## src/rtl/core/hcbf_ram.sv

```systemverilog
module hcbf_ram #(
    parameter int WIDTH = 10,
    parameter int DEPTH = 400
) (
    input  logic                     i_clk,
    input  logic                     i_we,
    input  logic [$clog2(DEPTH)-1:0] i_waddr,
    input  logic [WIDTH-1:0]         i_wdata,
    input  logic                     i_re,
    input  logic [$clog2(DEPTH)-1:0] i_raddr,
    output logic [WIDTH-1:0]         o_rdata
);

    logic [WIDTH-1:0] r_mem [DEPTH];
    logic [WIDTH-1:0] r_rdata;

    always_ff @(posedge i_clk) begin
        if (i_we) begin
            r_mem[i_waddr] <= i_wdata;
        end
        if (i_re) begin
            r_rdata <= r_mem[i_raddr];
        end
    end

    assign o_rdata = r_rdata;

endmodule

```

## config.mk

```make
export PLATFORM = sky130hd
export DESIGN_NAME = hcbf_ram
export DESIGN_NICKNAME = d
export VERILOG_FILES = /design/src/rtl/core/hcbf_ram.sv
export SDC_FILE = /design/constraint.sdc
export NUM_CORES = 2
export LEC_CHECK = 0
export BUFFER_PORTS_ARGS = -buffer_cell sky130_fd_sc_hd__buf_2
export CAP_MARGIN = 20
export CORE_ASPECT_RATIO = 0.5
export CORE_MARGIN = 2
export CORE_UTILIZATION = 63
export DETAILED_ROUTE_END_ITERATION = 8
export MAX_ROUTING_LAYER = met4
export PLACE_DENSITY = 0.9
export SKIP_LAST_GASP = 1
export SLEW_MARGIN = 20
export SYNTH_ARGS = -nofsm -noshare
export SYNTH_HDL_FRONTEND = slang
export SYNTH_SLANG_ARGS = --single-unit
```

## constraint.sdc

```tcl
create_clock -name i_clk -period 3.6 [get_ports i_clk]
set_clock_uncertainty 0.05 [all_clocks]
set_input_delay 0.72 -clock i_clk [delete_from_list [all_inputs] [get_ports i_clk]]
set_output_delay 0.72 -clock i_clk [all_outputs]
set_load 0.01 [all_outputs]
```

==> results of run 1 <==
==> routing by layer <==
layer	GRT overflow	track usage, %
met1	3	66.2
met2	26	80.2
met3	8	67.3
met4	23	62.5
met5	-	-
==> cells by family after synthesis <==
logic type	share of synthesized area (%)
and+or+nand+nor	2.47
AOI/OAI and AO/OA	2.38
muxes	15.9
DFF	77.6
buffers and inverters	1.72
==> per-stage QoR <==
stage	worst slack (ns)	utilization [%]
2_1_floorplan	0.296	-
3_3_place_gp	-1.07	68.6
3_5_place_dp	-0.946	68.6
4_1_cts	0.0187	73.0
==> repair_timing <==
action | in CTS
buffers inserted | 0
endpoints found under the hold margin | 0
resized for setup | 5
endpoints found under the setup margin | 5
==> flow_summary.rst, run 1 <==
.. list-table::
   :header-rows: 1

   * - Metric
     - Value
   * - Number of antenna violations at the first check in global routing
     - roughly 180
   * - Root buffer cell
     - sky130_fd_sc_hd__clkbuf_16
   * - Net Count, Synth
     - approximately 7100
   * - Type of the worst endpoint after the last repair
     - register data pin
   * - Sequential area share after synthesis
     - approximately 78%
   * - Global Route Usage Sum
     - 70.2%
   * - Sum of overflow across all layers after global routing
     - 60
   * - End pin of the worst setup path after global-route repair
     - o_rdata[5]$_DFFE_PP_/D
   * - Syn avg cell area
     - between 20 and 25 um^2
   * - Starting density of the core
     - a little under two thirds
   * - Ranking of synthesized cells by instance count
     - sky130_fd_sc_hd__edfxtp_1 (4010), sky130_fd_sc_hd__mux4_2 (964), sky130_fd_sc_hd__nor2_1 (459)
   * - Top cells by area in the synthesized netlist
     - sky130_fd_sc_hd__edfxtp_1 (78%), sky130_fd_sc_hd__mux4_2 (14%), sky130_fd_sc_hd__mux2i_1 (1.6%)
   * - HPWL after detailed placement
     - about 330 mm
   * - Most used DFF post-synth
     - sky130_fd_sc_hd__edfxtp_1
   * - Maximum number of pins on one net before global-route repair
     - between 100 and 150
   * - Cell with the most instances after synthesis
     - sky130_fd_sc_hd__edfxtp_1
   * - Stopping stage
     - global routing (5_1_grt)
   * - Synth warn
     - 0
   * - Number of synthesized flops with an enable pin
     - between 4000 and 5000
   * - Synthesized netlist cell count
     - roughly 7100
   * - Clk sinks
     - around 4000
   * - Routability cong.
     - around 1
   * - Standard-cell rows
     - 128
   * - Die Y
     - ~360 um
   * - CTS buffer count
     - ~330
   * - DIE WIDTH
     - slightly above 700 um
   * - Post-DP Area
     - around 0.17 mm^2
   * - Number of buffer cells added on primary ports
     - 40
   * - Error message
     - [ERROR GRT-0232] Routing congestion too high. Check the congestion heatmap in the GUI.
   * - Hold bufs inserted after CTS
     - 0
   * - Portion of synthesized cell area occupied by the leading cell type
     - just under 80%
   * - Number of library cell types mapped by synthesis
     - 73
   * - Fraction of synthesis flops using an asynchronous set or reset pin
     - 0%
   * - Cell taking the most area after synthesis
     - sky130_fd_sc_hd__edfxtp_1
   * - Post-synthesis instance area
     - between 0.15 and 0.2 mm^2
   * - Number of top-level design ports
     - 41
   * - Run status
     - aborted with a tool error
   * - H-tree levels
     - 5
   * - Largest buffer count on any clock path
     - 4
   * - Number of register bits inferred by synthesis
     - around 4000
   * - Placed Cells incl. Taps
     - 11100
==> run 2, diff against run 1 <==
--- a/config.mk
+++ b/config.mk
@@ -7,12 +7,10 @@
 export LEC_CHECK = 0
 export BUFFER_PORTS_ARGS = -buffer_cell sky130_fd_sc_hd__buf_2
 export CAP_MARGIN = 20
-export CORE_ASPECT_RATIO = 0.5
 export CORE_MARGIN = 2
-export CORE_UTILIZATION = 63
+export CORE_UTILIZATION = 40
 export DETAILED_ROUTE_END_ITERATION = 8
-export MAX_ROUTING_LAYER = met4
-export PLACE_DENSITY = 0.9
+export PLACE_DENSITY_LB_ADDON = 0.15
 export SKIP_LAST_GASP = 1
 export SLEW_MARGIN = 20
 export SYNTH_ARGS = -nofsm -noshare
==> flow_summary.rst, run 2 <==
.. list-table::
   :header-rows: 1

   * - Metric
     - Value
   * - Post-layout utilization of the core
     - between 40% and 50%
   * - Final-report setup violation count
     - 0
   * - Arrival time of the worst setup path
     - between 4 and 5 ns
   * - Sum of overflow across all layers after global routing
     - 0
   * - Data required time of the critical path
     - 4.29 ns
   * - Vias
     - 81100
   * - HPWL after detailed placement
     - 320 mm
   * - R2R Path Start
     - r_mem[247][3]
   * - Leakage power total
     - about 60 nW
   * - Proportion of layout cells with a drive suffix above 1
     - between 30% and 40%
   * - Hold path startpoint
     - i_wdata[7]
   * - Standard-cell rows
     - roughly 230
   * - DIE WIDTH
     - between 600 and 700 um
   * - End of the worst register-to-register path
     - o_rdata[3]
   * - Number of buffer cells added on primary ports
     - 40
   * - Iteration-0 DRC count of the detailed router
     - around 11000
   * - Final total power
     - 99.6 mW
   * - Fraction of synthesis flops using an asynchronous set or reset pin
     - 0%
   * - Number of antenna violations at the first check in global routing
     - between 40 and 50
   * - CTS tree
     - done
   * - Number of cells traversed by the worst register-to-register path
     - 8
   * - Top cells by area in the synthesized netlist
     - sky130_fd_sc_hd__edfxtp_1 (78%), sky130_fd_sc_hd__mux4_2 (14%), sky130_fd_sc_hd__mux2i_1 (1.6%)
   * - Portion of synthesized cell area occupied by the leading cell type
     - approximately 78%
   * - Critical Path Slowest Stage Cell
     - sky130_fd_sc_hd__nor3_1
   * - Upper clock frequency limit
     - ~0.28 GHz
   * - Net Count, Synth
     - approximately 7000
   * - Number of cells traversed by the worst hold path
     - 1
   * - Antenna Nets Post-Route
     - 0
   * - Synth-to-Final Area Change
     - 19.5%
   * - Commonest non-fill, non-tap cell in the layout
     - sky130_fd_sc_hd__edfxtp_1
   * - Number of non-filler instances in the completed layout
     - around 14000
   * - Category of the worst setup path capture point
     - flop
   * - Power per standard cell area
     - ~540 mW/mm^2
   * - Starting density of the core
     - between 40% and 50%
   * - Post-synthesis instance area
     - about 0.16 mm^2
   * - Worst VDD drop
     - 0.000455 V
   * - Critical Setup Path Class
     - in2reg
   * - Synthesized netlist cell count
     - around 7100
   * - Worst-path cell chain
     - buf_12 > buf_4 > buf_4 > mux4_2 > mux4_2 > nor2_1 > a2111oi_0 > nor3_1 > buf_4 > nor4_1 > or3_1
   * - Tightest hold margin
     - between 0.1 and 0.15 ns
   * - Type of the most critical hold path
     - in2reg
   * - Final Net Count
     - roughly 8500
   * - Transition at the pin with the smallest max-transition slack
     - 1.05 ns
   * - First-pass detailed-route iteration total
     - 6
   * - Syn avg cell area
     - between 20 and 25 um^2
   * - Number of synthesized flops with an enable pin
     - between 4000 and 5000
   * - Routed wirelength normalized by instance count
     - around 35 um
   * - Clock insertion delay at the later pin of the skew report
     - 1.00 ns
   * - Via density per instance
     - ~5.8
   * - Number of register bits inferred by synthesis
     - about 4000
   * - Synth warn
     - 0
   * - Hold Fails Final Rpt
     - 0
   * - DRC
     - 0
   * - Final number of max-transition violations
     - 0
   * - Global Route Usage Sum
     - 24.4%
   * - Number of cells upsized or downsized after cts
     - 0
   * - Final instance area
     - roughly 0.19 mm^2
   * - Cell with the most instances after synthesis
     - sky130_fd_sc_hd__edfxtp_1
   * - Remaining max-slew budget at the tightest pin
     - 29.7%
   * - Maximum number of pins on one net before global-route repair
     - 111
   * - Most used DFF post-synth
     - sky130_fd_sc_hd__edfxtp_1
   * - Ranking of synthesized cells by instance count
     - sky130_fd_sc_hd__edfxtp_1 (4010), sky130_fd_sc_hd__mux4_2 (964), sky130_fd_sc_hd__nor2_1 (459)
   * - Wirelength, routed
     - 484 mm
   * - Clock transition at the registers of the reported paths
     - ~0.060 ns
   * - Post-CTS setup repair buffer count
     - 0
   * - Number of top-level design ports
     - between 40 and 50
   * - WHS Endpoint
     - r_mem[232][7]
   * - Die Y
     - around 630 um
   * - CP startpoint kind
     - input pin
   * - Cell taking the most area after synthesis
     - sky130_fd_sc_hd__edfxtp_1
   * - Number of library cell types mapped by synthesis
     - 73
   * - Via count of the first global-routing pass
     - 81600
   * - Wire length of the first global-routing pass
     - about 670 mm
   * - Tmin final
     - between 3 and 4 ns
   * - Max Fanout on Critical Path
     - 30
   * - Run status
     - complete, no violations
   * - Placed Cells incl. Taps
     - around 13000
   * - Unrepaired setup endpoints after global routing
     - no
   * - CTS buffer count
     - around 420
   * - Most used cells in the layout excluding fill and tap cells
     - sky130_fd_sc_hd__edfxtp_1 (4010), sky130_fd_sc_hd__buf_4 (1205), sky130_fd_sc_hd__mux4_2 (964)
   * - H-tree levels
     - 5
   * - Largest buffer count on any clock path
     - 4
   * - Peak per-stage delay on the critical path
     - between 0.5 and 0.6 ns
   * - Top register by number of flip-flops
     - r_mem
   * - Sequential area share after synthesis
     - a little under 80%
   * - Crit share post-route
     - 97.6%
   * - Cell with the most instances on the worst path
     - sky130_fd_sc_hd__buf_4
   * - Routability cong.
     - between 0.8 and 0.9
   * - Hold bufs inserted after CTS
     - 0
   * - Post-DP Area
     - around 0.17 mm^2
   * - R2r setup slk
     - 0.40 ns
   * - Die Footprint
     - approximately 0.39 mm^2
   * - Clk sinks
     - 4010
   * - Root buffer cell
     - sky130_fd_sc_hd__clkbuf_16
   * - Core area
     - roughly 0.39 mm^2
   * - Max FFs per register
     - 4000
   * - Max-cap check violation count
     - 0
-- run 2: logic make-up after synthesis --
kind of cell / Yosys count / share of synthesized area [%]
buffers and inverters: 435 / 1.72
and+or+nand+nor: 876 / 2.47
muxes: 1236 / 15.9
DFF: 4010 / 77.6
AOI/OAI and AO/OA: 507 / 2.38
-- run 2: metrics by stage --
stage | TNS (ns) | worst slack (ns)
2_1_floorplan | 0 | 0.296
3_3_place_gp | -8.93 | -1.61
3_5_place_dp | -7.75 | -1.00
4_1_cts | 0 | 0.0499
5_1_grt | 0 | 0.0804
6_report | 0 | 0.0857
-- run 2: area by class of cell --
cell class,count,area (um^2)
sequential,4010,120000
clock buffer,497,10800
clock inverter,267,2410
timing repair buffer,1421,13000
multi-input combinational,2619,32400
tap,5175,6470
inverter,5,32.5
antenna,24,60.1
fill,31600,200000
-- run 2: metal layers --
layer	GRT usage, %	wire length (um)
met4	7.64	16300
met3	3.57	35200
met5	0	27
met2	39.0	230000
met1	34.8	202000
-- run 2: report_power, final --
| group | leakage (nW) | switching, mW | internal (mW) |
|---|---|---|---|
| Combinational | 17.7 | 3.61 | 2.26 |
| Clock | 6.48 | 18.3 | 24.0 |
| Sequential | 36.0 | 0.0524 | 51.4 |
-- run 2: critical path, delay by kind of cell --
kind            cells  cell delay (ns)
buf+inv             4             1.08
compound gates      1             0.09
simple gates        4             1.14
mux                 2             0.99
-- run 2: worst max-delay path by stage --
stage | from | end | slack [ns]
floorplan | i_raddr[0] | o_rdata[5] | 0.30
global placement | i_raddr[0] | o_rdata[3] | -1.61
detailed placement | i_raddr[0] | o_rdata[6] | -1.00
CTS | i_raddr[0] | o_rdata[6] | 0.05
global route | i_raddr[0] | o_rdata[8] | 0.08
finish | i_raddr[0] | o_rdata[8] | 0.09
No activity file was read; power rests on OpenSTA's default activity.
