[src/rtl/core/hcbf_pkg.sv]
package hcbf_pkg;

    localparam int FRAME_SIDE = 400;
    localparam int ADDR_W     = $clog2(FRAME_SIDE);
    localparam int BUMP_LO    = FRAME_SIDE / 3;
    localparam int BUMP_HI    = 2 * FRAME_SIDE / 3;

    localparam int ROW_W      = 9;
    localparam int COL_W      = 9;
    localparam int CH_W       = 8;
    localparam int HUE_W      = 8;
    localparam int LIM_W      = 10;
    localparam int CFG_IDX_W  = 3;
    localparam int CFG_DATA_W = 10;

    typedef struct packed {
        logic [HUE_W-1:0] hue_low;
        logic [HUE_W-1:0] hue_high;
        logic [CH_W-1:0]  sat_min;
        logic [CH_W-1:0]  val_min;
        logic [LIM_W-1:0] sky_last_row;
        logic [LIM_W-1:0] wheel_first_row;
        logic [LIM_W-1:0] bumper_first_row;
    } t_cfg;

endpackage

[src/rtl/core/hcbf_color.sv]
module hcbf_color (
    input  logic                      i_clk,
    input  logic                      i_en,
    input  hcbf_pkg::t_cfg            i_cfg,
    input  logic [hcbf_pkg::CH_W-1:0] i_blue,
    input  logic [hcbf_pkg::CH_W-1:0] i_green,
    input  logic [hcbf_pkg::CH_W-1:0] i_red,
    output logic                      o_ok
);

    import hcbf_pkg::*;

    localparam int HP_W  = 11;
    localparam int X_W   = 17;
    localparam int Y_W   = CH_W + 1;
    localparam int SP_W  = 2 * CH_W;
    localparam int SL_W  = 17;
    localparam int A_W   = 9;
    localparam int BL_W  = 7;
    localparam int BH_W  = 5;
    localparam int PA_W  = A_W + Y_W;
    localparam int PBL_W = BL_W + Y_W;
    localparam int PBH_W = BH_W + Y_W;

    // quotient q = h + 30 (mod 180 wrap): hue 0 sits at q = 30
    localparam logic [A_W-1:0]   Q_OFS      = A_W'(30);
    localparam logic [HUE_W-1:0] HUE_B_LO   = HUE_W'(150);
    localparam logic [HUE_W-1:0] HUE_TOP    = HUE_W'(179);
    localparam logic [BH_W-1:0]  B_SPAN     = BH_W'(30);

    // hue window bounds, as quotient ranges
    logic [A_W-1:0]  r_a_lo;
    logic [A_W-1:0]  r_a_hi1;
    logic            r_b_en;
    logic [BL_W-1:0] r_b_lo;
    logic [BH_W-1:0] r_b_hi1;

    always_ff @(posedge i_clk) begin
        r_a_lo  <= A_W'(i_cfg.hue_low) + Q_OFS;
        r_a_hi1 <= A_W'(i_cfg.hue_high) + Q_OFS + A_W'(1);
        r_b_en  <= i_cfg.hue_high >= HUE_B_LO;
        r_b_lo  <= (i_cfg.hue_low > HUE_B_LO) ? BL_W'(i_cfg.hue_low - HUE_B_LO) : '0;
        r_b_hi1 <= (i_cfg.hue_high >= HUE_TOP) ? B_SPAN
                                               : BH_W'(i_cfg.hue_high - HUE_B_LO + HUE_W'(1));
    end

    // stage 1: max, min, chroma, offset hue numerator
    logic [CH_W-1:0] c_max, c_min, c_d;
    logic [HP_W-1:0] c_hp;

    always_comb begin
        c_max = i_red;
        if (i_green > c_max) c_max = i_green;
        if (i_blue > c_max) c_max = i_blue;
        c_min = i_red;
        if (i_green < c_min) c_min = i_green;
        if (i_blue < c_min) c_min = i_blue;
        c_d = c_max - c_min;
        priority if (c_max == i_red) begin
            c_hp = HP_W'(i_green) + HP_W'(c_d) - HP_W'(i_blue);
        end else if (c_max == i_green) begin
            c_hp = HP_W'(i_blue) + (HP_W'(c_d) << 1) + HP_W'(c_d) - HP_W'(i_red);
        end else begin
            c_hp = HP_W'(i_red) + (HP_W'(c_d) << 2) + HP_W'(c_d) - HP_W'(i_green);
        end
    end

    logic [CH_W-1:0] r2_v, r2_d;
    logic [HP_W-1:0] r2_hp;
    logic            r2_val_ok;

    always_ff @(posedge i_clk) begin
        if (i_en) begin
            r2_v      <= c_max;
            r2_d      <= c_d;
            r2_hp     <= c_hp;
            r2_val_ok <= c_max >= i_cfg.val_min;
        end
    end

    // stage 2: hue dividend 60*hp + d, divisor 2d, saturation terms
    logic [X_W-1:0]  c_x;
    logic [Y_W-1:0]  c_y;
    logic [SP_W-1:0] c_sprod;
    logic [SL_W-1:0] c_slhs;

    always_comb begin
        c_x     = (X_W'(r2_hp) << 6) - (X_W'(r2_hp) << 2) + X_W'(r2_d);
        c_y     = {r2_d, 1'b0};
        c_sprod = SP_W'(r2_v) * SP_W'(i_cfg.sat_min);
        c_slhs  = (SL_W'(r2_d) << 9) - (SL_W'(r2_d) << 1) + SL_W'(r2_v);
    end

    logic [X_W-1:0]  r3_x;
    logic [Y_W-1:0]  r3_y;
    logic [SP_W-1:0] r3_sprod;
    logic [SL_W-1:0] r3_slhs;
    logic            r3_vz, r3_dz, r3_val_ok;

    always_ff @(posedge i_clk) begin
        if (i_en) begin
            r3_x      <= c_x;
            r3_y      <= c_y;
            r3_sprod  <= c_sprod;
            r3_slhs   <= c_slhs;
            r3_vz     <= r2_v == '0;
            r3_dz     <= r2_d == '0;
            r3_val_ok <= r2_val_ok;
        end
    end

    // stage 3: bound products, saturation compare
    logic [PA_W-1:0]  c_pa_lo, c_pa_hi;
    logic [PBL_W-1:0] c_pb_lo;
    logic [PBH_W-1:0] c_pb_hi;
    logic             c_sat_ok;

    always_comb begin
        c_pa_lo  = PA_W'(r_a_lo) * PA_W'(r3_y);
        c_pa_hi  = PA_W'(r_a_hi1) * PA_W'(r3_y);
        c_pb_lo  = PBL_W'(r_b_lo) * PBL_W'(r3_y);
        c_pb_hi  = PBH_W'(r_b_hi1) * PBH_W'(r3_y);
        c_sat_ok = r3_vz ? (i_cfg.sat_min == '0) : (r3_slhs >= {r3_sprod, 1'b0});
    end

    logic [X_W-1:0]   r4_x;
    logic [PA_W-1:0]  r4_pa_lo, r4_pa_hi;
    logic [PBL_W-1:0] r4_pb_lo;
    logic [PBH_W-1:0] r4_pb_hi;
    logic             r4_b_en, r4_dz, r4_sat_ok, r4_val_ok;

    always_ff @(posedge i_clk) begin
        if (i_en) begin
            r4_x      <= r3_x;
            r4_pa_lo  <= c_pa_lo;
            r4_pa_hi  <= c_pa_hi;
            r4_pb_lo  <= c_pb_lo;
            r4_pb_hi  <= c_pb_hi;
            r4_b_en   <= r_b_en;
            r4_dz     <= r3_dz;
            r4_sat_ok <= c_sat_ok;
            r4_val_ok <= r3_val_ok;
        end
    end

    // stage 4: floor(x/y) in [lo, hi] <=> lo*y <= x < (hi+1)*y
    logic c_a_ok, c_b_ok, c_hue_ok;

    always_comb begin
        c_a_ok   = (PA_W'(r4_x) >= r4_pa_lo) && (PA_W'(r4_x) < r4_pa_hi);
        c_b_ok   = r4_b_en && (X_W'(r4_pb_lo) <= r4_x) && (r4_x < X_W'(r4_pb_hi));
        c_hue_ok = r4_dz ? (i_cfg.hue_low == '0) : (c_a_ok || c_b_ok);
        o_ok     = c_hue_ok && r4_sat_ok && r4_val_ok;
    end

endmodule

[config.mk]
export PLATFORM = sky130hd
export DESIGN_NAME = hcbf_color
export DESIGN_NICKNAME = d
export VERILOG_FILES = /design/src/rtl/core/hcbf_pkg.sv /design/src/rtl/core/hcbf_color.sv
export SDC_FILE = /design/constraint.sdc
export NUM_CORES = 1
export LEC_CHECK = 0
export BUFFER_PORTS_ARGS = -buffer_cell sky130_fd_sc_hd__buf_2
export CAP_MARGIN = 20
export CELL_PAD_IN_SITES_DETAIL_PLACEMENT = 0
export CELL_PAD_IN_SITES_GLOBAL_PLACEMENT = 1
export CORE_UTILIZATION = 40
export DETAILED_ROUTE_END_ITERATION = 12
export PLACE_DENSITY = 0.76
export SETUP_SLACK_MARGIN = 0.5
export SYNTH_ARGS = -nofsm -noshare
export SYNTH_HDL_FRONTEND = slang
export SYNTH_SLANG_ARGS = --single-unit
[constraint.sdc]
create_clock -name i_clk -period 7.97 [get_ports i_clk]
set_input_delay 1.1955 -clock i_clk [delete_from_list [all_inputs] [get_ports i_clk]]
set_output_delay 1.1955 -clock i_clk [all_outputs]
set_load 0.01 [all_outputs]
== Word level (Yosys, flattened, before mapping) ==
Index checks and enable logic that the tools add are counted.
Widths: inputs -> output; s select.

* Flip-flop bits (word level): 207
* Input port bits: 88
* Output and inout bits: 1
* Word-level logic and storage cells: 82

* Add/subtract/negate cells: 19
* $mul: 5
* $lt $le $gt $ge: 13
* Equality and inequality tests: 2
* Multiplexer cells: 8
* Reduce and logical (&&, ||, !) cells: 10

{| class="wikitable"
|+ Operators with widths
! cell !! number
|-
| $add 17x8->17 || 2
|-
| $mul 9x8->17 || 2
|-
| $logic_not 8->1 || 4
|-
| $mux 8 || 4
|-
| $mux 11 || 2
|-
| $sub 11x8->11 || 2
|-
| $add 8x5->9 const B || 2
|-
| $ge 17x18->1 || 1
|-
| $lt 17x18->1 || 1
|-
| $ge 17x17->1 || 1
|-
| $le 16x17->1 || 1
|-
| $lt 17x14->1 || 1
|-
| $sub 17x13->17 || 1
|-
| $sub 17x9->17 || 1
|-
| $eq 8x8->1 || 2
|-
| $ge 8x8->1 const B || 2
|-
| $gt 8x8->1 || 2
|-
| $lt 8x8->1 || 2
|-
| $mul 8x8->16 || 1
|-
| $mul 7x8->15 || 1
|-
| $mul 5x8->13 || 1
|-
| $add 10x8->11 || 1
|-
| $add 11x8->11 || 1
|-
| $add 8x10->11 || 1
|-
| other kinds (13) || 18
|}

== Depth between registers and ports, before layout ==
Gate-level depths: netlist of the first run.

* Depth after elaboration: 10
* Mapped depth: 38

== Worst setup path before layout of the first run ==
Ideal clock, no wire load.

* Path kind: in2reg
* From: input port i_green[5] (netlist name)
* To: register r2_hp[10], data pin
* Setup time: 0.256 ns
* Data arrival time: 8.161 ns
* Setup slack: -0.447 ns
* Stages on the path: 33
* Path buffers: 2
* Path through: inv_1 > ha_1 > a211oi_2 > o21ba_2 > nand3_1 > nand2_1 > buf_1 > nor2_1 > a21oi_1 > ha_1 > and4_1 > a221oi_1 > o21ai_2 > buf_6 > mux2i_2 > ha_1 > fa_1 > xnor2_1 > inv_1 > fa_1 > fa_1 > inv_1 > ha_1 > a21oi_1 > o21ai_0 > a21oi_1 > o21bai_1 > a21oi_1 > o21bai_1 > a21oi_1 > xnor3_1 > nand2_1 > a21boi_1

* Cells in the longest elaborated chain, start to end: 10
* Elaborated cells between the ends (all ways): 21

{| class="wikitable"
|+ RTL lines
! item !! line !! source
|-
| start: declaration || hcbf_color.sv:6 || <nowiki>input logic [hcbf_pkg::CH_W-1:0] i_green,</nowiki>
|-
| $gt 8x8->1 or $lt 8x8->1 (tied branches) || hcbf_color.sv:53, hcbf_color.sv:56 ||
|-
| $mux 8 (on tied branches) || hcbf_color.sv:53, hcbf_color.sv:56 ||
|-
| $gt 8x8->1 or $lt 8x8->1 (tied branches) || hcbf_color.sv:54, hcbf_color.sv:57 ||
|-
| $mux 8 (on tied branches) || hcbf_color.sv:54, hcbf_color.sv:57 ||
|-
| $sub 8x8->8 (*) || hcbf_color.sv:58 || <nowiki>c_d = c_max - c_min;</nowiki>
|-
| named net c_d[2] || hcbf_color.sv:48 || <nowiki>logic [CH_W-1:0] c_max, c_min, c_d;</nowiki>
|-
| $add 8x10->11 or $add 8x9->10 (tied branches) || hcbf_color.sv:64, hcbf_color.sv:62 ||
|-
| $add 11x8->11 or $add 10x8->11 (tied branches) || hcbf_color.sv:64, hcbf_color.sv:62 ||
|-
| $sub 11x8->11 (on tied branches) || hcbf_color.sv:64, hcbf_color.sv:62 ||
|-
| $mux 11 || hcbf_color.sv:61 || <nowiki>end else if (c_max == i_green) begin</nowiki>
|-
| $mux 11 (*) || hcbf_color.sv:59 || <nowiki>priority if (c_max == i_red) begin</nowiki>
|-
| named net c_hp[10] || hcbf_color.sv:49 || <nowiki>logic [HP_W-1:0] c_hp;</nowiki>
|-
| end signal: assignment || hcbf_color.sv:76 || <nowiki>r2_hp <= c_hp;</nowiki>
|-
| end: declaration || hcbf_color.sv:69 || <nowiki>logic [HP_W-1:0] r2_hp;</nowiki>
|}

Mark *: on every way through the listed nets, which the timed path passes. The rest lies on a longest branch.
A chain may end at the register's enable or synchronous reset.

== Worst setup path after layout of the first run ==
* From: input port i_green[5] (netlist name)
* To: register r2_hp[10], data pin

* Cells in the longest elaborated chain, start to end: 10
* Elaborated cells between the ends (all ways): 21

{| class="wikitable"
|+ RTL lines
! item !! line
|-
| $gt 8x8->1 or $lt 8x8->1 (tied branches) || hcbf_color.sv:53, hcbf_color.sv:56
|-
| $mux 8 (on tied branches) || hcbf_color.sv:53, hcbf_color.sv:56
|-
| $gt 8x8->1 or $lt 8x8->1 (tied branches) || hcbf_color.sv:54, hcbf_color.sv:57
|-
| $mux 8 (on tied branches) || hcbf_color.sv:54, hcbf_color.sv:57
|-
| $sub 8x8->8 || hcbf_color.sv:58
|-
| $add 8x10->11 or $add 8x9->10 (tied branches) || hcbf_color.sv:64, hcbf_color.sv:62
|-
| $add 11x8->11 or $add 10x8->11 (tied branches) || hcbf_color.sv:64, hcbf_color.sv:62
|-
| $sub 11x8->11 (on tied branches) || hcbf_color.sv:64, hcbf_color.sv:62
|-
| $mux 11 || hcbf_color.sv:61
|-
| $mux 11 (*) || hcbf_color.sv:59
|-
| named net c_hp[10] || hcbf_color.sv:49
|}

Marks and branches as above.

==> flow_summary.json, run 1 <==
{
  "outcome": "finished, final reports clean",
  "rows": 86,
  "yosysMostFrequentCell": "inv_1",
  "yosysTopAreaCell": "edfxtp_1",
  "first_iter_violations": 898,
  "synthTopCellsByCount": "inv_1 (456), ha_1 (353), nand2_1 (210)",
  "timing.hold.ws_ns": 0.407,
  "area_delta_synth_final_pct": 14.8,
  "vias": 16200,
  "ys.flop_type": "edfxtp_1",
  "drc": 0,
  "leakage_nw": 12.8,
  "cts_hold_buf": 0,
  "antenna_found_initial": 1,
  "crit_buf_inv": 5,
  "overflow": 0,
  "crit_slowest_cell": "fa_2",
  "hold_viol_final": 0,
  "post_drt_via_cell_ratio": 4.99,
  "finalSetupTns_ns": 0,
  "synth_nets": 2950,
  "async_flop_share": 0,
  "hpwl_mm": 40.1,
  "ys_ff_latch": 201,
  "synth_area_mm2": 0.0225,
  "n_antenna_cell": 0,
  "period_needed_ns": 7.22,
  "relSlewSlack": 0.300,
  "die_h_um": 239,
  "path_delay_family": "compound AO/OA/AOI/OAI gates",
  "ios": 89,
  "grt_max_degree": 108,
  "ys_types": 73,
  "gp_congestion": 0.897,
  "cts_root_buf": "clkbuf_16",
  "io_buffers": 58,
  "power_per_cell_area_mw_per_mm2": 493,
  "crit_type": "in -> reg",
  "timing.final.ws_setup_ns": 0.754,
  "numCtsBuffers": 23,
  "ys_seq_area_frac": 0.254,
  "cts_tree": "yes",
  "max_slew.worst_pin.slew_ns": 1.05,
  "routedWlPerCell_um": 15.7,
  "synthTopCellsByArea": "edfxtp_1 (23%), ha_1 (20%), fa_1 (18%), inv_1 (7.6%), and2_1 (4.2%)",
  "clk_latency_ns": 0.53,
  "hold_class": "reg -> reg",
  "fp.dieW_um": 239,
  "first_global_vias": 16700,
  "required_ns": 8.25,
  "dieArea_mm2": 0.0573,
  "rsz0062_at_grt": "yes",
  "initial_core_util": 0.407,
  "max-cap-violations": 0,
  "utilization": 0.467,
  "drt-total-wl_mm": 51.0,
  "design_area_mm2": 0.0259,
  "layout-drive-gt1-share": 0.129,
  "track_usage": 0.185,
  "syn_inst": 2308,
  "clock.fmax_mhz": 139,
  "ir_drop_uv": 849,
  "slew_violations": 0,
  "clk_pin_slew_worst_paths_ns": 0.06,
  "dp_slack_ns": -0.0474,
  "finalCritPeriodShare": 0.905,
  "nets": 3120,
  "endpoint_kind": "flip-flop",
  "dr.pass1.iters": 5,
  "max_stage_delay_ns": 0.56,
  "ys_warn_count": 0,
  "setup_violations": 0,
  "critPathMaxFanout": 5,
  "yosysTopAreaCellShare": 0.227,
  "synth_edf_count": 170,
  "crit_path_start_kind": "primary input",
  "cts_buffer_depth": 3,
  "syn_avg_cell_area_um2": 9.76,
  "cts.sinks": 201,
  "worstPathArrival_ns": 7.49,
  "placed_cell_area_mm2": 0.0248,
  "grt_first_pass_wirelength_mm": 85.2,
  "fin_worst_skew_ns": 0.0143,
  "htreeDepth": 1,
  "ant_nets": 0,
  "fp.coreArea_mm2": 0.0554
}
through the flow:
stage	total power, mW	std cells
global route	14.3	3243
global placement	11.3	3194
CTS	12.7	3236
finish	12.7	3243
detailed placement	11.5	3194
floorplan	9.06	2308
repair_timing:
action | 4_1_cts | 5_1_grt
setup buffers | 0 | 6
endpoints found under the setup margin | 1 | 4
resized for setup | 1 | 50
pin swaps | 0 | 34
cloned | 0 | 1
layer usage:
metal  vias up  global-route usage  part of all wire
met5         -                   0                 0
met4         0              0.0381             0.013
met3        47              0.0139             0.032
met2       241               0.327              0.50
met1      8002               0.248              0.45
li1       7887                   -                 -
report_power, final:
group / total, mW / internal, mW / switching (mW)
Sequential: 2.28 / 2.00 / 0.281
Clock: 1.10 / 0.654 / 0.443
Combinational: 9.37 / 4.58 / 4.78
final timing paths:
path | cells past startpoint | end | startpoint | slack [ns]
worst max-delay path | 33 | r2_hp[10]$_DFFE_PP_ | i_green[5] | 0.75
worst min-delay path | 0 | r4_x[12]$_DFFE_PP_ | r3_x[12]$_DFFE_PP_ | 0.41
worst max register to register | 18 | r4_pa_lo[17]$_DFFE_PP_ | r3_y[7]$_DFFE_PP_ | 2.38
worst min register to register | 0 | r4_x[12]$_DFFE_PP_ | r3_x[12]$_DFFE_PP_ | 0.41
logic make-up (layout without fill, tap and decap cells):
| group | Yosys count | count (layout) | share of synthesized area |
|---|---|---|---|
| muxes | 14 | 14 | 0.00683 |
| AOI/OAI and AO/OA | 380 | 380 | 0.109 |
| DFF | 201 | 201 | 0.254 |
| buffers and inverters | 502 | 688 | 0.0854 |
| adders and majority gates | 556 | 556 | 0.376 |
| and+or+nand+nor | 509 | 510 | 0.111 |
| xor gates and xnor gates | 146 | 146 | 0.0577 |
final cells by class:
cell class	count	area [um2]
tap	748	936
inverter	456	1720
sequential	201	5730
fill	5225	29600
clock buffer	26	608
clock inverter	16	180
multi-input combinational	1606	15400
timing repair buffer	190	1320
registers in the layout, indices dropped and copies added (netlist names), 6 cells and up:
| name | cells |
|---|---|
| r_a_lo | 9 |
| r3_y | 6 |
| r3_x | 17 |
| r4_x | 17 |
| r3_slhs | 17 |
| r2_v | 8 |
| r4_pb_hi | 13 |
| r_b_lo | 7 |
| r_a_hi1 | 9 |
| r4_pb_lo | 15 |
| r2_d | 8 |
| r2_hp | 11 |
| r4_pa_lo | 17 |
| r4_pa_hi | 17 |
| r3_sprod | 16 |
cell usage in the layout (no fill, tap or decap), types with 8 or more instances in the layout:
| cell | n |
|---|---|
| nor2_1 | 61 |
| o21ai_0 | 52 |
| buf_2 | 55 |
| edfxtp_1 | 170 |
| inv_1 | 450 |
| xor2_1 | 38 |
| o21a_1 | 20 |
| nor2b_1 | 11 |
| clkbuf_16 | 24 |
| a211oi_1 | 12 |
| nand2_1 | 207 |
| a21boi_0 | 10 |
| o21ai_1 | 8 |
| and2_1 | 152 |
| o21bai_1 | 42 |
| nand3_1 | 13 |
| xnor2_1 | 102 |
| a21oi_2 | 17 |
| a21oi_1 | 97 |
| buf_4 | 126 |
| dfxtp_1 | 31 |
| nand2b_1 | 12 |
| fa_1 | 197 |
| ha_1 | 341 |
| ha_4 | 10 |
| a21o_1 | 55 |
Power figures use the tool's default switching activity.
==> run 2, diff against run 1 <==
--- a/config.mk
+++ b/config.mk
@@ -10,9 +10,12 @@
 export CELL_PAD_IN_SITES_DETAIL_PLACEMENT = 0
 export CELL_PAD_IN_SITES_GLOBAL_PLACEMENT = 1
 export CORE_UTILIZATION = 40
+export CTS_BUF_LIST = sky130_fd_sc_hd__clkbuf_8
+export CTS_CLUSTER_DIAMETER = 200
 export DETAILED_ROUTE_END_ITERATION = 12
 export PLACE_DENSITY = 0.76
 export SETUP_SLACK_MARGIN = 0.5
+export SLEW_MARGIN = 20
 export SYNTH_ARGS = -nofsm -noshare
 export SYNTH_HDL_FRONTEND = slang
 export SYNTH_SLANG_ARGS = --single-unit
==> run 2 against run 1 <==
Compared with the run above:
- cell count grew 0.93%
- largest cell class unchanged
- clock power shrank 9%
- utilization increased by 0.068 points
- non-clock buffer count up 5
- clock-buffer cell count up 14
- sequential share of layout area barely moved
- worst setup slack got worse by 0.041 ns
- via count grew 0.60%
==> flow_summary.json, run 2 (same netlist as run 1, synthesis figures left out) <==
{
  "hold_viol_final": 0,
  "rsz0062_at_grt": "yes",
  "grt_first_pass_wirelength_mm": 85.2,
  "dr.pass1.iters": 7,
  "hold_class": "reg -> reg",
  "io_buffers": 58,
  "setup_violations": 0,
  "finalCritPeriodShare": 0.910,
  "track_usage": 0.186,
  "cts_buffer_depth": 3,
  "die_h_um": 239,
  "fp.dieW_um": 239,
  "grt_max_degree": 108,
  "nFillCells": 5244,
  "fin_worst_skew_ns": 0.0143,
  "drt-total-wl_mm": 51.2,
  "cts_root_buf": "clkbuf_8",
  "rows": 86,
  "overflow": 0,
  "max_slew.worst_pin.slew_ns": 1.05,
  "dp_slack_ns": -0.0474,
  "max_stage_delay_ns": 0.56,
  "endpoint_kind": "flip-flop",
  "htreeDepth": 2,
  "design_area_mm2": 0.0259,
  "crit_path_start_kind": "primary input",
  "cts_tree": "yes",
  "hpwl_mm": 40.1,
  "critPathMaxFanout": 5,
  "max-cap-violations": 0,
  "clk_latency_ns": 0.54,
  "gp_congestion": 0.897,
  "crit_top_cell": "a21oi_2",
  "post_drt_via_cell_ratio": 4.97,
  "clock.fmax_mhz": 138,
  "power_per_cell_area_mw_per_mm2": 489,
  "slew_violations": 0,
  "layout_common_cells": "inv_1 (459), ha_1 (341), nand2_1 (206), fa_1 (197), edfxtp_1 (170)",
  "placed_cell_area_mm2": 0.0248,
  "cts.sinks": 201,
  "required_ns": 8.25,
  "initial_core_util": 0.407,
  "clk_pin_slew_worst_paths_ns": 0.06,
  "mostFrequentLayoutCell": "inv_1",
  "fp.coreArea_mm2": 0.0554,
  "antenna_found_initial": 1,
  "ant_nets": 0,
  "numCtsBuffers": 36,
  "area_delta_synth_final_pct": 15.0,
  "worstPathArrival_ns": 7.54,
  "vias": 16300,
  "outcome": "finished, final reports clean",
  "ios": 89,
  "routedWlPerCell_um": 15.6,
  "timing.final.ws_setup_ns": 0.713,
  "layout-drive-gt1-share": 0.137,
  "dieArea_mm2": 0.0573,
  "drc": 0,
  "nets": 3138,
  "crit_slowest_cell": "fa_2",
  "first_global_vias": 16700,
  "period_needed_ns": 7.26,
  "ir_drop_uv": 849,
  "crit_type": "in -> reg",
  "first_iter_violations": 822,
  "relSlewSlack": 0.302,
  "rrSetupSlack_ns": 2.39,
  "leakage_nw": 12.9
}
==> run 2: cell count changes in the layout (fill, tap and decap cells not counted), sizes merged <==
cell,change
inv,+5
clkinvlp,-1
diode,+1
clkbuf,+14
buf,+5
clkinv,+6
==> run 2: per-layer routing <==
| metal | global-route usage | up-vias | wire, um |
|---|---|---|---|
| met4 | 0.0412 | 0 | 826 |
| met5 | 0 | - | 0 |
| li1 | - | 7922 | - |
| met3 | 0.0172 | 58 | 1520 |
| met1 | 0.249 | 8046 | 23400 |
| met2 | 0.325 | 248 | 25400 |
==> run 2: final timing paths <==
path | from | to | depth (start not counted)
worst max register to register | r3_y[7]$_DFFE_PP_ | r4_pa_lo[17]$_DFFE_PP_ | 18
worst min-delay path | r3_x[12]$_DFFE_PP_ | r4_x[12]$_DFFE_PP_ | 0
worst min register to register | r3_x[12]$_DFFE_PP_ | r4_x[12]$_DFFE_PP_ | 0
worst max-delay path | i_green[6] | r2_hp[10]$_DFFE_PP_ | 32
==> run 2: timing repair <==
item                                    in CTS  in global routing
resized for setup                            0                 62
endpoints found under the setup margin       0                  4
buffers inserted                             0                 11
hold buffers                                 0                  0
==> run 2: report_power, final <==
part	internal, mW	switching (mW)	total [mW]
sequential	2.00	0.282	2.28
clock	0.561	0.443	1.00
combinational	4.59	4.79	9.38
==> run 2: metrics by stage <==
stage | util | hold WS, ns | std cells | power (mW) | TNS (ns)
after CTS | 0.461 | 0.413 | 3260 | 12.6 | 0
final | 0.467 | 0.415 | 3273 | 12.7 | 0
after global routing | 0.467 | 0.427 | 3272 | 14.2 | 0
after global placement | 0.447 | 0.391 | 3194 | 11.3 | 0
after floorplan | - | 0.386 | 2308 | 9.06 | 0
after detailed placement | 0.447 | 0.400 | 3194 | 11.5 | -0.0758
==> run 2: area by class of cell <==
class | count | area (um2) | share of cell area
clock buffers | 40 | 551 | 0.0213
flip-flops and latches | 201 | 5730 | 0.221
multi-input cells | 1606 | 15400 | 0.595
well taps | 748 | 936 | 0.0361
diodes | 1 | 2.50 | 0.0000966
repair buffers | 195 | 1370 | 0.0528
clock inverters | 26 | 194 | 0.00749
inverters | 456 | 1720 | 0.0665
==> run 2: critical path, delay by kind of cell <==
kind                       cells  cell delay, ns
buffers and inverters          5            0.55
xor gates and xnor gates       1            0.23
and+or+nand+nor                3            0.43
AOI/OAI and AO/OA             15            2.48
adders and majority gates      7            2.43
muxes                          1            0.22
==> run 3, diff against run 2 <==
--- a/config.mk
+++ b/config.mk
@@ -9,11 +9,12 @@
 export CAP_MARGIN = 20
 export CELL_PAD_IN_SITES_DETAIL_PLACEMENT = 0
 export CELL_PAD_IN_SITES_GLOBAL_PLACEMENT = 1
-export CORE_UTILIZATION = 40
+export CORE_MARGIN = 4
+export CORE_UTILIZATION = 47
 export CTS_BUF_LIST = sky130_fd_sc_hd__clkbuf_8
 export CTS_CLUSTER_DIAMETER = 200
 export DETAILED_ROUTE_END_ITERATION = 12
-export PLACE_DENSITY = 0.76
+export PLACE_DENSITY = 0.86
 export SETUP_SLACK_MARGIN = 0.5
 export SLEW_MARGIN = 20
 export SYNTH_ARGS = -nofsm -noshare
==> run 3 against run 2 <==
Compared with the run above:
- clock power about the same
- utilization up 8.0 points
- wire length up 0.15%
- clock skew up 0.0063 ns
- maximum frequency down 0.26%
- die area down 10%
- largest power group unchanged
- highest routed layer unchanged
==> flow_summary.json, run 3 (same netlist as run 1, synthesis figures left out) <==
{
  "nFillCells": 4098,
  "required_ns": 8.26,
  "routedWlPerCell_um": 16.4,
  "area_delta_synth_final_pct": 14.2,
  "fp.dieW_um": 227,
  "mostFrequentLayoutCell": "inv_1",
  "hpwl_mm": 40.3,
  "reg2reg_to": "r4_pa_lo[17]$_DFFE_PP_",
  "drc": 0,
  "clk_pin_slew_worst_paths_ns": 0.06,
  "worstPathArrival_ns": 7.56,
  "ir_drop_uv": 674,
  "dp_slack_ns": -0.0304,
  "dieArea_mm2": 0.0515,
  "crit_slowest_cell": "fa_1",
  "critPathMaxFanout": 5,
  "gp_congestion": 0.934,
  "timing.hold.ws_ns": 0.407,
  "numCtsBuffers": 36,
  "max-cap-violations": 0,
  "nets": 3136,
  "rrSetupSlack_ns": 2.41,
  "cts_buffer_depth": 3,
  "worst_r2r_path_depth": 20,
  "rows": 79,
  "crit_path_start_kind": "primary input",
  "relSlewSlack": 0.313,
  "crit_path_end": "r2_hp[9]$_DFFE_PP_",
  "cts_tree": "yes",
  "crit_type": "in -> reg",
  "finalSetupTns_ns": 0,
  "layout_common_cells": "inv_1 (462), ha_1 (341), nand2_1 (208), fa_1 (197), edfxtp_1 (170)",
  "setup_violations": 0,
  "max_stage_delay_ns": 0.53,
  "utilization": 0.548,
  "multi_input_area_mm2": 0.0154,
  "first_iter_violations": 849,
  "initial_core_util": 0.480,
  "overflow": 0,
  "fp.coreArea_mm2": 0.0470,
  "vias": 16400,
  "endpoint_kind": "flip-flop",
  "min_path_cells": 0,
  "htreeDepth": 2,
  "fin_worst_skew_ns": 0.0206,
  "hold_class": "reg -> reg",
  "cts.sinks": 201,
  "seq_area_mm2": 0.00573,
  "outcome": "finished, final reports clean",
  "ant_nets": 0,
  "dr.pass1.iters": 5,
  "post_drt_via_cell_ratio": 5.23,
  "clock.fmax_mhz": 137,
  "track_usage": 0.205,
  "p_total_mw": 12.6,
  "cts_hold_buf": 0,
  "slew_violations": 0,
  "clk_latency_ns": 0.54,
  "max_slew.worst_pin.slew_ns": 1.03,
  "grt_max_degree": 102,
  "timing.final.ws_setup_ns": 0.694,
  "cts_root_buf": "clkbuf_8",
  "io_buffers": 58,
  "grt_first_pass_wirelength_mm": 85.3,
  "first_global_vias": 17400,
  "period_needed_ns": 7.28,
  "hold_viol_final": 0,
  "layout-drive-gt1-share": 0.133,
  "power_per_cell_area_mw_per_mm2": 491,
  "crit_start": "i_green[1]",
  "antenna_found_initial": 1,
  "rsz0062_at_grt": "yes",
  "leakage_nw": 12.9,
  "finalCritPeriodShare": 0.913,
  "drt-total-wl_mm": 51.3,
  "ios": 89,
  "die_h_um": 227,
  "r2r-start": "r3_y[5]$_DFFE_PP_"
}
==> run 3: cell types whose count changed in the layout (fill, tap and decap cells not counted), sizes merged <==
| cell | before | now |
|---|---|---|
| clkbuf | 42 | 39 |
| clkinvlp | 4 | 3 |
| bufinv | 3 | 4 |
| inv | 465 | 469 |
| buf | 193 | 192 |
| clkinv | 10 | 7 |
==> run 3: what timing repair did <==
action | 4_1_cts | 5_1_grt
pin swaps | 1 | 34
endpoints found under the hold margin | 0 | 0
resized for setup | 0 | 50
endpoints found under the setup margin | 1 | 5
setup buffers | 3 | 14
cloned | 0 | 1
==> run 3: critical path, delay by kind of cell <==
kind	cells	cell delay [ns]
AND/OR/NAND/NOR	5	1.04
AO/OA/AOI/OAI	12	1.70
multiplexers	1	0.23
adder cells (fa/ha/maj)	7	2.46
XOR/XNOR	1	0.15
buffers and inverters	7	0.75
==> run 3: final cells by class <==
class / count / share of cell area
multi-input cells: 1606 / 0.599
flip-flops and latches: 201 / 0.223
inverters: 456 / 0.0670
repair buffers: 193 / 0.0526
well taps: 607 / 0.0295
clock buffers: 38 / 0.0203
clock inverters: 27 / 0.00890
diodes: 1 / 0.0000973
==> run 3: layer usage <==
| layer | track usage | up-vias | wire length, um | share of wire |
|---|---|---|---|---|
| met5 | 0 | - | 0 | 0 |
| met4 | 0.0536 | 0 | 1150 | 0.022 |
| met3 | 0.0254 | 98 | 2040 | 0.040 |
| met2 | 0.358 | 319 | 25200 | 0.49 |
| met1 | 0.271 | 8025 | 22900 | 0.45 |
| li1 | - | 7926 | - | - |
==> run 3: worst min path at each step <==
stage / from / endpoint / slack (ns)
2_1_floorplan: r_b_en$_DFF_P_ / r4_b_en$_DFFE_PP_ / 0.39
3_3_place_gp: r_b_en$_DFF_P_ / r4_b_en$_DFFE_PP_ / 0.39
3_5_place_dp: r_b_en$_DFF_P_ / r4_b_en$_DFFE_PP_ / 0.40
4_1_cts: r2_val_ok$_DFFE_PP_ / r3_val_ok$_DFFE_PP_ / 0.40
5_1_grt: r_b_en$_DFF_P_ / r4_b_en$_DFFE_PP_ / 0.41
6_report: r_b_en$_DFF_P_ / r4_b_en$_DFFE_PP_ / 0.41
==> run 3: power by group <==
part / leakage (nW) / switching [mW] / internal (mW)
registers: 1.94 / 0.283 / 2.00
clock network: 0.420 / 0.435 / 0.577
logic: 10.5 / 4.78 / 4.55
total: 12.9 / 5.50 / 7.12
==> run 3: per-stage QoR <==
stage               cells  instance area, um2
floorplan            2308               22800
global placement     3045               24600
detailed placement   3045               24600
CTS                  3113               25300
global route         3128               25700
finish               3129               25700
